===== src/rtl/dstq_pkg.sv =====
`default_nettype none
package dstq_pkg;

    localparam int DEPTH = 16;
    localparam int CNT_W = $clog2(DEPTH + 1);
    localparam int MAX_OUT = 16;
    localparam int OUTN_W = $clog2(MAX_OUT + 1);
    localparam logic [15:0] IDLE_RESET = 16'd100;

    typedef enum logic [2:0] {
        OP_INSERT = 3'd0,
        OP_DETACH = 3'd1,
        OP_POLL   = 3'd2,
        OP_EXPIRE = 3'd3,
        OP_FLUSH  = 3'd4,
        OP_TICK   = 3'd5
    } op_t;

    localparam logic [2:0] K_INSERTED = 3'd0;
    localparam logic [2:0] K_FULL     = 3'd1;
    localparam logic [2:0] K_DETACHED = 3'd2;
    localparam logic [2:0] K_NOTFOUND = 3'd3;
    localparam logic [2:0] K_EXPIRED  = 3'd4;
    localparam logic [2:0] K_WAIT     = 3'd5;
    localparam logic [2:0] K_NOTHING  = 3'd6;

    // Command broadcast from the controller to every cell.
    typedef enum logic [2:0] {
        CC_HOLD   = 3'd0,
        CC_INSERT = 3'd1,
        CC_REMOVE = 3'd2
    } cell_cmd_t;

    typedef struct packed {
        cell_cmd_t   cmd;
        logic [31:0] id;
        logic [31:0] deadline;
        logic [31:0] match_id;
    } cell_ctl_t;

    typedef struct packed {
        logic [31:0] id;
        logic [31:0] deadline;
    } entry_t;

endpackage
`default_nettype wire


===== src/rtl/dstq_cell.sv =====
`default_nettype none
// One slot of the sorted row. On insert a cell keeps its entry, takes the new one,
// or takes its left neighbor's entry; on remove a hit cell takes its right neighbor's.
module dstq_cell
    import dstq_pkg::*;
(
    input  wire logic      clk,
    input  wire logic      rst_n,
    input  wire cell_ctl_t ctl,
    input  wire logic      left_valid,
    input  wire logic      left_ahead,
    input  wire entry_t    left_entry,
    input  wire entry_t    right_entry,
    input  wire logic      right_valid,
    input  wire logic      left_hit,
    output logic           valid,
    output logic           ahead,
    output logic           hit,
    output entry_t         entry
);

    entry_t entry_reg;
    logic   valid_reg;
    logic   earlier_new;

    // Wraparound order: the held deadline is earlier than the new one.
    assign earlier_new = ((entry_reg.deadline - ctl.deadline) >> 31) != 32'd0;
    // Ahead marks an unbroken run of earlier entries from the head, so the new
    // entry lands at the first cell that is not earlier.
    assign ahead = left_ahead && valid_reg && earlier_new;
    // Hit marks the first matching cell and everything right of it.
    assign hit = left_hit || (valid_reg && (entry_reg.id == ctl.match_id));
    assign valid = valid_reg;
    assign entry = entry_reg;

    always_ff @(posedge clk or negedge rst_n)
    begin
        if (!rst_n)
        begin
            valid_reg <= 1'b0;
        end
        else
        begin
            case (ctl.cmd)
                CC_INSERT:
                begin
                    if (!ahead && left_ahead) valid_reg <= 1'b1;
                    else if (!ahead) valid_reg <= left_valid;
                end
                CC_REMOVE:
                begin
                    if (hit) valid_reg <= right_valid;
                end
                default: ;
            endcase
        end
    end

    always_ff @(posedge clk)
    begin
        case (ctl.cmd)
            CC_INSERT:
            begin
                if (!ahead && left_ahead)
                begin
                    entry_reg.id <= ctl.id;
                    entry_reg.deadline <= ctl.deadline;
                end
                else if (!ahead)
                begin
                    entry_reg <= left_entry;
                end
            end
            CC_REMOVE:
            begin
                if (hit) entry_reg <= right_entry;
            end
            default: ;
        endcase
    end

endmodule
`default_nettype wire


===== src/rtl/dstq_row.sv =====
`default_nettype none
// Chain of cells; cell 0 is the head of the queue.
module dstq_row
    import dstq_pkg::*;
(
    input  wire logic      clk,
    input  wire logic      rst_n,
    input  wire cell_ctl_t ctl,
    output entry_t         head,
    output entry_t         next_head,
    output logic           found
);

    logic   v    [DEPTH+1];
    logic   bf   [DEPTH+1];
    logic   ht   [DEPTH+1];
    entry_t e    [DEPTH+1];

    // Boundary: left of the head counts as ahead so the new entry lands at the
    // first cell not earlier; right of the tail is empty.
    assign v[DEPTH] = 1'b0;
    assign e[DEPTH] = '0;

    genvar g;
    generate
        for (g = 0; g < DEPTH; g++)
        begin : g_cell
            logic   lv;
            logic   lb;
            logic   lh;
            entry_t le;
            if (g == 0)
            begin : g_first
                assign lv = 1'b0;
                assign lb = 1'b1;
                assign lh = 1'b0;
                assign le = '0;
            end
            else
            begin : g_rest
                assign lv = v[g-1];
                assign lb = bf[g-1];
                assign lh = ht[g-1];
                assign le = e[g-1];
            end
            dstq_cell u_cell (
                .clk         (clk),
                .rst_n       (rst_n),
                .ctl         (ctl),
                .left_valid  (lv),
                .left_ahead  (lb),
                .left_entry  (le),
                .right_entry (e[g+1]),
                .right_valid (v[g+1]),
                .left_hit    (lh),
                .valid       (v[g]),
                .ahead       (bf[g]),
                .hit         (ht[g]),
                .entry       (e[g])
            );
        end
    endgenerate

    assign bf[DEPTH] = 1'b0;
    assign ht[DEPTH] = ht[DEPTH-1];
    assign head      = e[0];
    assign next_head = e[1];
    assign found     = ht[DEPTH-1];

endmodule
`default_nettype wire


===== src/rtl/deadline_sorted_timeout_queue.sv =====
`default_nettype none
// Insert, detach, poll, tick and unknown ops show their first result in the cycle after
// acceptance; expire and flush first enter the walk state, which then registers results.
// A poll that expires the head gives two results, expire and flush up to 16, one head
// removal per cycle through the cell chain while the result register is free.
// A new request is taken only in idle with the result register free.
// Reset clears all cells' valid bits, the counter, now_ms, the output valid and sets idle wait to 100.
module deadline_sorted_timeout_queue
    import dstq_pkg::*;
(
    input  wire logic        clk,
    input  wire logic        rst_n,
    input  wire logic        s_tvalid,
    output logic             s_tready,
    input  wire logic [63:0] s_tdata,   // req_id[31:0], timeout_ms[62:32]
    input  wire logic [2:0]  s_tuser,   // op[2:0]
    output logic             m_tvalid,
    input  wire logic        m_tready,
    output logic [71:0]      m_tdata,   // entry_id[31:0], wait_ms[62:32], occupancy[67:63]
    output logic [2:0]       m_tuser,   // kind[2:0]
    output logic             m_tlast,
    input  wire logic        cfg_valid,
    output logic             cfg_ready,
    input  wire logic [15:0] cfg_data
);

    typedef enum logic [2:0] {
        ST_IDLE = 3'b001,
        ST_WALK = 3'b010,
        ST_POLL = 3'b100
    } state_t;

    state_t            state_reg, state_next;
    logic [CNT_W-1:0]  cnt_reg, cnt_next;
    logic [31:0]       now_reg, now_next;
    logic [15:0]       idle_reg;
    logic [OUTN_W-1:0] nout_reg, nout_next;
    logic              flush_reg, flush_next;
    logic              ov_reg, ov_next;
    logic [2:0]        ok_reg, ok_next;
    logic [31:0]       oid_reg, oid_next;
    logic [30:0]       ow_reg, ow_next;
    logic [CNT_W-1:0]  oc_reg, oc_next;
    logic              ol_reg, ol_next;

    cell_ctl_t ctl;
    entry_t    head;
    entry_t    next_head;
    logic      found;
    logic      take, slot_free, head_due_exp, next_due_exp;
    logic [2:0]  op;
    logic [31:0] rid, diff, ndl;

    dstq_row u_row (
        .clk       (clk),
        .rst_n     (rst_n),
        .ctl       (ctl),
        .head      (head),
        .next_head (next_head),
        .found     (found)
    );

    assign op   = s_tuser;
    assign rid  = s_tdata[31:0];
    assign slot_free = !ov_reg || m_tready;
    assign s_tready  = (state_reg == ST_IDLE) && slot_free;
    assign take      = s_tvalid && s_tready;
    assign cfg_ready = 1'b1;
    assign ndl  = now_reg + {1'b0, s_tdata[62:32]};
    assign diff = head.deadline - now_reg;
    // Expire-due condition on the head: nonzero deadline and already reached.
    assign head_due_exp = (head.deadline != 32'd0) &&
                          (((now_reg - head.deadline) >> 31) == 32'd0);
    // The same test on the entry that becomes the head after a removal.
    assign next_due_exp = (next_head.deadline != 32'd0) &&
                          (((now_reg - next_head.deadline) >> 31) == 32'd0);

    assign m_tvalid = ov_reg;
    assign m_tuser  = ok_reg;
    assign m_tlast  = ol_reg;
    assign m_tdata  = {4'd0, oc_reg, ow_reg, oid_reg};

    always_comb
    begin
        state_next = state_reg;
        cnt_next   = cnt_reg;
        now_next   = now_reg;
        nout_next  = nout_reg;
        flush_next = flush_reg;
        ov_next    = ov_reg && !m_tready;
        ok_next    = ok_reg;
        oid_next   = oid_reg;
        ow_next    = ow_reg;
        oc_next    = oc_reg;
        ol_next    = ol_reg;
        ctl.cmd      = CC_HOLD;
        ctl.id       = rid;
        ctl.deadline = ndl;
        ctl.match_id = rid;

        case (state_reg)
            ST_IDLE:
            begin
                if (take)
                begin
                    ov_next  = 1'b1;
                    ol_next  = 1'b1;
                    oid_next = 32'd0;
                    ow_next  = 31'd0;
                    ok_next  = K_NOTHING;
                    oc_next  = cnt_reg;
                    case (op)
                        OP_INSERT:
                        begin
                            oid_next = rid;
                            if (cnt_reg >= CNT_W'(DEPTH)) ok_next = K_FULL;
                            else
                            begin
                                ctl.cmd  = CC_INSERT;
                                ok_next  = K_INSERTED;
                                cnt_next = cnt_reg + CNT_W'(1);
                                oc_next  = cnt_reg + CNT_W'(1);
                            end
                        end
                        OP_DETACH:
                        begin
                            oid_next = rid;
                            if (found)
                            begin
                                ctl.cmd  = CC_REMOVE;
                                ok_next  = K_DETACHED;
                                cnt_next = cnt_reg - CNT_W'(1);
                                oc_next  = cnt_reg - CNT_W'(1);
                            end
                            else ok_next = K_NOTFOUND;
                        end
                        OP_POLL:
                        begin
                            ok_next = K_WAIT;
                            if (cnt_reg == '0) ow_next = {15'd0, idle_reg};
                            else if (diff == 32'd0 || diff[31])
                            begin
                                ctl.cmd      = CC_REMOVE;
                                ctl.match_id = head.id;
                                ok_next  = K_EXPIRED;
                                oid_next = head.id;
                                ol_next  = 1'b0;
                                cnt_next = cnt_reg - CNT_W'(1);
                                oc_next  = cnt_reg - CNT_W'(1);
                                state_next = ST_POLL;
                            end
                            else ow_next = diff[30:0];
                        end
                        OP_EXPIRE, OP_FLUSH:
                        begin
                            ov_next    = 1'b0;
                            nout_next  = '0;
                            flush_next = (op == OP_FLUSH);
                            state_next = ST_WALK;
                        end
                        OP_TICK: now_next = now_reg + 32'd1;
                        default: ;
                    endcase
                end
            end
            ST_POLL:
            begin
                if (slot_free)
                begin
                    ov_next  = 1'b1;
                    ok_next  = K_WAIT;
                    oid_next = 32'd0;
                    ow_next  = {15'd0, idle_reg};
                    ol_next  = 1'b1;
                    state_next = ST_IDLE;
                end
            end
            ST_WALK:
            begin
                if (slot_free)
                begin
                    // Remove the head if due or flushing, one entry per cycle while the result slot is free.
                    if (cnt_reg != '0 && nout_reg < OUTN_W'(MAX_OUT) &&
                        (flush_reg || head_due_exp))
                    begin
                        ctl.cmd      = CC_REMOVE;
                        ctl.match_id = head.id;
                        ov_next  = 1'b1;
                        ok_next  = K_EXPIRED;
                        oid_next = head.id;
                        ow_next  = 31'd0;
                        cnt_next = cnt_reg - CNT_W'(1);
                        oc_next  = cnt_reg - CNT_W'(1);
                        nout_next = nout_reg + OUTN_W'(1);
                        // Last when the limit is reached, the queue empties, or the
                        // entry behind the head is not due.
                        ol_next = (nout_reg == OUTN_W'(MAX_OUT - 1)) ||
                                  (cnt_reg == CNT_W'(1)) ||
                                  (!flush_reg && !next_due_exp);
                        if (ol_next) state_next = ST_IDLE;
                        else
                        begin
                            state_next = ST_WALK;
                        end
                    end
                    else
                    begin
                        // Walk stopped: either end a run or report nothing.
                        if (nout_reg == '0)
                        begin
                            ov_next  = 1'b1;
                            ok_next  = K_NOTHING;
                            oid_next = 32'd0;
                            ow_next  = 31'd0;
                            oc_next  = cnt_reg;
                            ol_next  = 1'b1;
                        end
                        state_next = ST_IDLE;
                    end
                end
            end
            default: state_next = ST_IDLE;
        endcase
    end

    always_ff @(posedge clk or negedge rst_n)
    begin
        if (!rst_n)
        begin
            state_reg <= ST_IDLE;
            cnt_reg   <= '0;
            now_reg   <= '0;
            idle_reg  <= IDLE_RESET;
            nout_reg  <= '0;
            flush_reg <= 1'b0;
            ov_reg    <= 1'b0;
        end
        else
        begin
            state_reg <= state_next;
            cnt_reg   <= cnt_next;
            now_reg   <= now_next;
            nout_reg  <= nout_next;
            flush_reg <= flush_next;
            ov_reg    <= ov_next;
            if (cfg_valid && cfg_ready) idle_reg <= cfg_data;
        end
    end

    always_ff @(posedge clk)
    begin
        ok_reg  <= ok_next;
        oid_reg <= oid_next;
        ow_reg  <= ow_next;
        oc_reg  <= oc_next;
        ol_reg  <= ol_next;
    end

    a_occ: assert property (@(posedge clk) disable iff (!rst_n)
        cnt_reg <= CNT_W'(DEPTH)) else $error("occupancy above depth");
    a_idle_ready: assert property (@(posedge clk) disable iff (!rst_n)
        s_tready |-> state_reg == ST_IDLE) else $error("ready outside idle");
    a_tick: assert property (@(posedge clk) disable iff (!rst_n)
        (take && op == OP_TICK) |=> now_reg == $past(now_reg) + 32'd1)
        else $error("tick did not advance");

endmodule
`default_nettype wire

===== config.mk =====
export PLATFORM = sky130hd
export DESIGN_NAME = deadline_sorted_timeout_queue
export DESIGN_NICKNAME = d
export VERILOG_FILES = /design/src/rtl/dstq_pkg.sv /design/src/rtl/dstq_cell.sv /design/src/rtl/dstq_row.sv /design/src/rtl/deadline_sorted_timeout_queue.sv
export SDC_FILE = /design/constraint.sdc
export NUM_CORES = 2
export LEC_CHECK = 0
export BUFFER_PORTS_ARGS = -buffer_cell sky130_fd_sc_hd__buf_4
export CAP_MARGIN = 25
export CORE_MARGIN = 1
export CORE_UTILIZATION = 58
export CTS_CLUSTER_DIAMETER = 60
export DETAILED_ROUTE_END_ITERATION = 7
export PLACE_DENSITY_LB_ADDON = 0.15
export SLEW_MARGIN = 15
export SYNTH_ARGS = -nofsm -noshare
export SYNTH_HDL_FRONTEND = slang
export SYNTH_HIERARCHICAL = 1
export SYNTH_SLANG_ARGS = --single-unit

===== constraint.sdc =====
create_clock -name clk -period 14.3 [get_ports clk]
set_input_delay 3.575 -clock clk [delete_from_list [all_inputs] [get_ports clk]]
set_output_delay 3.575 -clock clk [all_outputs]
set_load 0.1 [all_outputs]

Yosys cells after proc, flatten, opt, wreduce, memory -nomap -nowiden

Cells that the tools add are included.

Register bits after elaboration: 1175
Input port bits: 88
Output and inout port bits: 79

Add/subtract/negate cells: 24
$lt $le $gt $ge: 2
Equality and inequality tests: 69
Mux-type cells: 214
Reductions and logical operators: 146

Operators with widths:

| kind                                                            | count |
|---|---|
| 64-bit two-way mux                                              | 47 |
| 64-bit case mux with 2 select lines                             | 16 |
| 32-bit subtractor                                               | 19 |
| 32-bit == test                                                  | 16 |
| 32-bit two-way mux                                              | 13 |
| 31-bit two-way mux                                              | 8 |
| 32-bit case mux with 2 select lines                             | 2 |
| 32-bit logical NOT                                              | 3 |
| 32-bit case mux with 3 select lines                             | 1 |
| 31-bit case mux with 3 select lines                             | 1 |
| 1-bit logical AND                                               | 70 |
| 5-bit two-way mux                                               | 14 |
| 1-bit two-way mux                                               | 66 |
| 32-bit nonzero test                                             | 2 |
| 3-bit inequality test, second input constant                    | 18 |
| 3-bit AND reduction                                             | 18 |
| 2-bit inequality test, second input constant                    | 21 |
| 3-bit two-way mux                                               | 11 |
| 32-bit by 1-bit adder with 32-bit output, second input constant | 1 |
| 32-bit by 31-bit adder with 32-bit output                       | 1 |
| 1-bit case mux with 2 select lines                              | 16 |
| 5-bit case mux with 2 select lines                              | 3 |
| 3-bit case mux with 3 select lines                              | 3 |
| 1-bit logical OR                                                | 20 |
| other kinds (29)                                                | 65 |

Longest topological paths before layout

Word-level depth: 37
Depth in mapped cells: 61
Gate-level depth less buffers: 58

By module

Netlist, hierarchy kept.

Modules (own cells, without submodules):

| module                                  | instances | cells each | area an instance (um^2) |
|---|---|---|---|
| dstq_cell at u_row.g_cell[1].u_cell ... | 9         | 455        | 4516.8 |
| dstq_cell at u_row.g_cell[0].u_cell ... | 7         | 452        | 4479.3 |
| deadline_sorted_timeout_queue           | 1         | 1336       | 11855.1 |
| dstq_row                                | 1         | 2          | 7.5 |

Worst setup path after synthesis

No wires, ideal clock.

Path kind: in2reg
Start point: in s_tdata[32]
End point: reg u_row.g_cell[15].u_cell.valid_reg
Arrival time: 13.346 ns
Data required time: 14.172 ns
Path slack: 0.826 ns
Stages: 55
Path buffers: 0
Cell sequence: ha_1 inv_1 fa_1 nor2b_1 o21a_1 o21ai_0 a21oi_1 o21ai_0 a21oi_1 o41ai_1 o21ai_0 a31oi_1 o31ai_1 a21oi_1 xnor2_1 inv_1 ha_1 nand4_1 [19 not listed] nor2_1 nand2_1 nor2_1 nand2_1 nor2_1 nand2_1 nor2_1 nand2_1 nor2_1 nand2_1 nor2_1 nand2_1 nor2_1 nand2_1 nor2_1 nand2_1 o311a_1 mux2_4

RTL lines:

| element                | RTL line                            | RTL |
|---|---|---|
| start: declaration     | deadline_sorted_timeout_queue.sv:15 | `input wire logic [63:0] s_tdata,` |
| end signal: assignment | dstq_cell.sv:48                     | `else if (!ahead) valid_reg <= left_valid;` |
| end signal: assignment | dstq_cell.sv:52                     | `if (hit) valid_reg <= right_valid;` |
| end: declaration       | dstq_cell.sv:23                     | `logic valid_reg;` |

==> impl_metrics.ini <==
[outcome]
outcome = finished, final reports clean

[floorplanning]
dieWidth_um = 382
fp.dieArea_mm2 = 0.146
floorplan.initialDensity_pct = 58.5
die-height_um = 382
fp.coreArea_mm2 = 0.143
rows = 139
top_level_ports = 167

[worst_setup_path]
timing.critical_path.slowest_cell_delay_ns = 0.54
critical_path_required_ns = 14.71
worst_setup_path_end_kind = flip-flop
critPathLaunch = now_reg[1]
worst_r2r_src = now_reg[1]
arrival_ns = 13.80
rr_endpoint = u_row/g_cell[2].u_cell/entry[15]
setup.reg_to_reg.worst_slack_ns = 0.92
worstPathMaxFanout = 32
category_of_the_critical_setup_timing_path = reg2reg
crit_slowest_cell = a2111oi_1
reg2reg_depth = 58
critical_path.startpoint_type = flip-flop
critical-path-top-cell-by-count = inv_1

[global_routing]
grt_start_max_net_pins = 131
grt_first_pass_wirelength_mm = 351
vias_in_the_first_global_route = 62200
grt_antenna_before_repair = 1
globalRoute.totalOverflow = 0
grtUsageTotal_pct = 30.0

[run]
max_cap_violations = 0

[routing]
drt_iter0_drc = 6899
routed_wirelength_mm = 223
drt_first_pass_iters = 6
post_drt_wl_per_cell_um = 20.5
ant_nets = 0
via_per_inst = 5.95
post-route-drc-count = 0
routed-via-count = 64800

[clock_tree]
tritoncts_clock_tree = built
register_clock_pin_slew_on_the_reported_worst_setup_and_hold_paths_ns = 0.06
clkSinkCount = 1175
clk_root_buffer_cell = clkbuf_16
clock_insertion_delay_worst_skew_ns = 0.79
postCtsHoldBufs = 0
post-cts-setup-buffers = 0
cts-resized-gates = 0
max-clock-path-buffers = 3
cts.htree.levels = 4
cts_buffers = 145

[power_and_ir_drop]
cell_area_power_density_mw_per_mm2 = 103
report.power.total_mw = 9.66
p_leak_nw = 41.3
irDropWorstVdd_mv = 0.130

[worst_hold_path]
min_to = idle_reg[7]
hold_depth = 1
hp-class = reg2reg
launch_instance_of_the_worst_min_delay_path = idle_reg[7]

[place]
dpl.cell_count = 10600
detailed_place_hpwl_mm = 171
place_area_mm2 = 0.0885
globalplace.congestion = 0.922
detailedPlace.worstSlack_ns = -0.0249
io_buffer_count = 160

[sta]
hold-worst-slack_ns = 0.515
fin_crit_sh_pct = 93.6
maximum_operating_frequency_mhz = 74.7
fin_worst_skew_ns = 0.0404
report.final.setup_viol = 0
final_max_slew_viol_count = 0
worst_pin_slew_ns = 1.10
slew-limit-headroom_pct = 26.1
setup_repair_after_global_routing_missed_its_margin = no
timing_hold_violations_final = 0
post-route-min-period_ns = 13.38
worst_slack_ns = 0.917

[finish]
most-common-layout-cells = nand2_1 (1273), edfxtp_1 (1096), mux2i_1 (1028)
ratio_of_cells_with_drive_above_1_in_the_final_layout_pct = 8.13
fillCellCount = 11800
antenna-diode-count = 0
cell_area_after_layout_mm2 = 0.0934
max_ffs_per_register = 1024
p_r_area_growth_vs_syn_pct = 11.4
post_layout_nonfiller_instances = 10900
final_common_cell = nand2_1
final_nets = 9581

[synthesis]
netlist_area_pre_place_mm2 = 0.0839
syn_inst = 8596
syn_avg_cell_area_um2 = 9.76
yosysWarningCount = 6
worst max-delay path: cells and delay by family (launching register included):
family / cells / cell delay [ns]
buffers and inverters: 21 / 2.66
multiplexers: 1 / 0.44
flip-flops: 1 / 0.50
AND/OR/NAND/NOR: 10 / 2.05
adder cells (fa/ha/maj): 1 / 0.32
XOR/XNOR: 1 / 0.28
AO/OA/AOI/OAI: 24 / 6.63
how the worst max path moves through the flow:
stage,endpoint,cells after the start
final,u_row/g_cell[2].u_cell/entry[15],58
after global routing,u_row/g_cell[15].u_cell/entry[52],59
after CTS,u_row/g_cell[2].u_cell/entry[15],58
after detailed placement,u_row/g_cell[15].u_cell/valid,56
after global placement,u_row/g_cell[15].u_cell/valid,56
after floorplan,u_row/g_cell[15].u_cell/valid,55
cell type report:
class	count	area [µm²]	area share (%)
Clock buffer	181	3890	4.16
Clock inverter	85	764	0.819
Timing Repair Buffer	360	3130	3.35
Tap cell	1903	2380	2.55
Sequential cell	1175	34900	37.4
Inverter	709	2660	2.85
Multi-Input combinational cell	6490	45700	48.9
metrics by stage:
step	TNS (ns)	util, %
detailed placement	-0.188	61.7
global route	0	65.1
floorplan	0	-
finish	0	65.1
CTS	0	64.9
global placement	0	61.6
power by group:
group | total (mW) | leakage (nW) | internal, mW | switching [mW]
combinational | 2.11 | 28.2 | 0.748 | 1.36
sequential | 3.93 | 10.9 | 3.83 | 0.101
clock | 3.62 | 2.26 | 2.12 | 1.51
total | 9.66 | 41.3 | 6.69 | 2.97
routing by layer:
layer | wire length, µm | part of all wire [%] | global-route usage (%) | up-vias
met5 | 0 | 0 | 0 | -
met4 | 7000 | 3.1 | 10.1 | 0
met3 | 16800 | 7.5 | 3.29 | 346
met2 | 97300 | 44 | 45.6 | 2632
met1 | 102000 | 46 | 44.5 | 30500
li1 | - | - | - | 31300
Note: power is estimated with default switching activity, not from simulation.
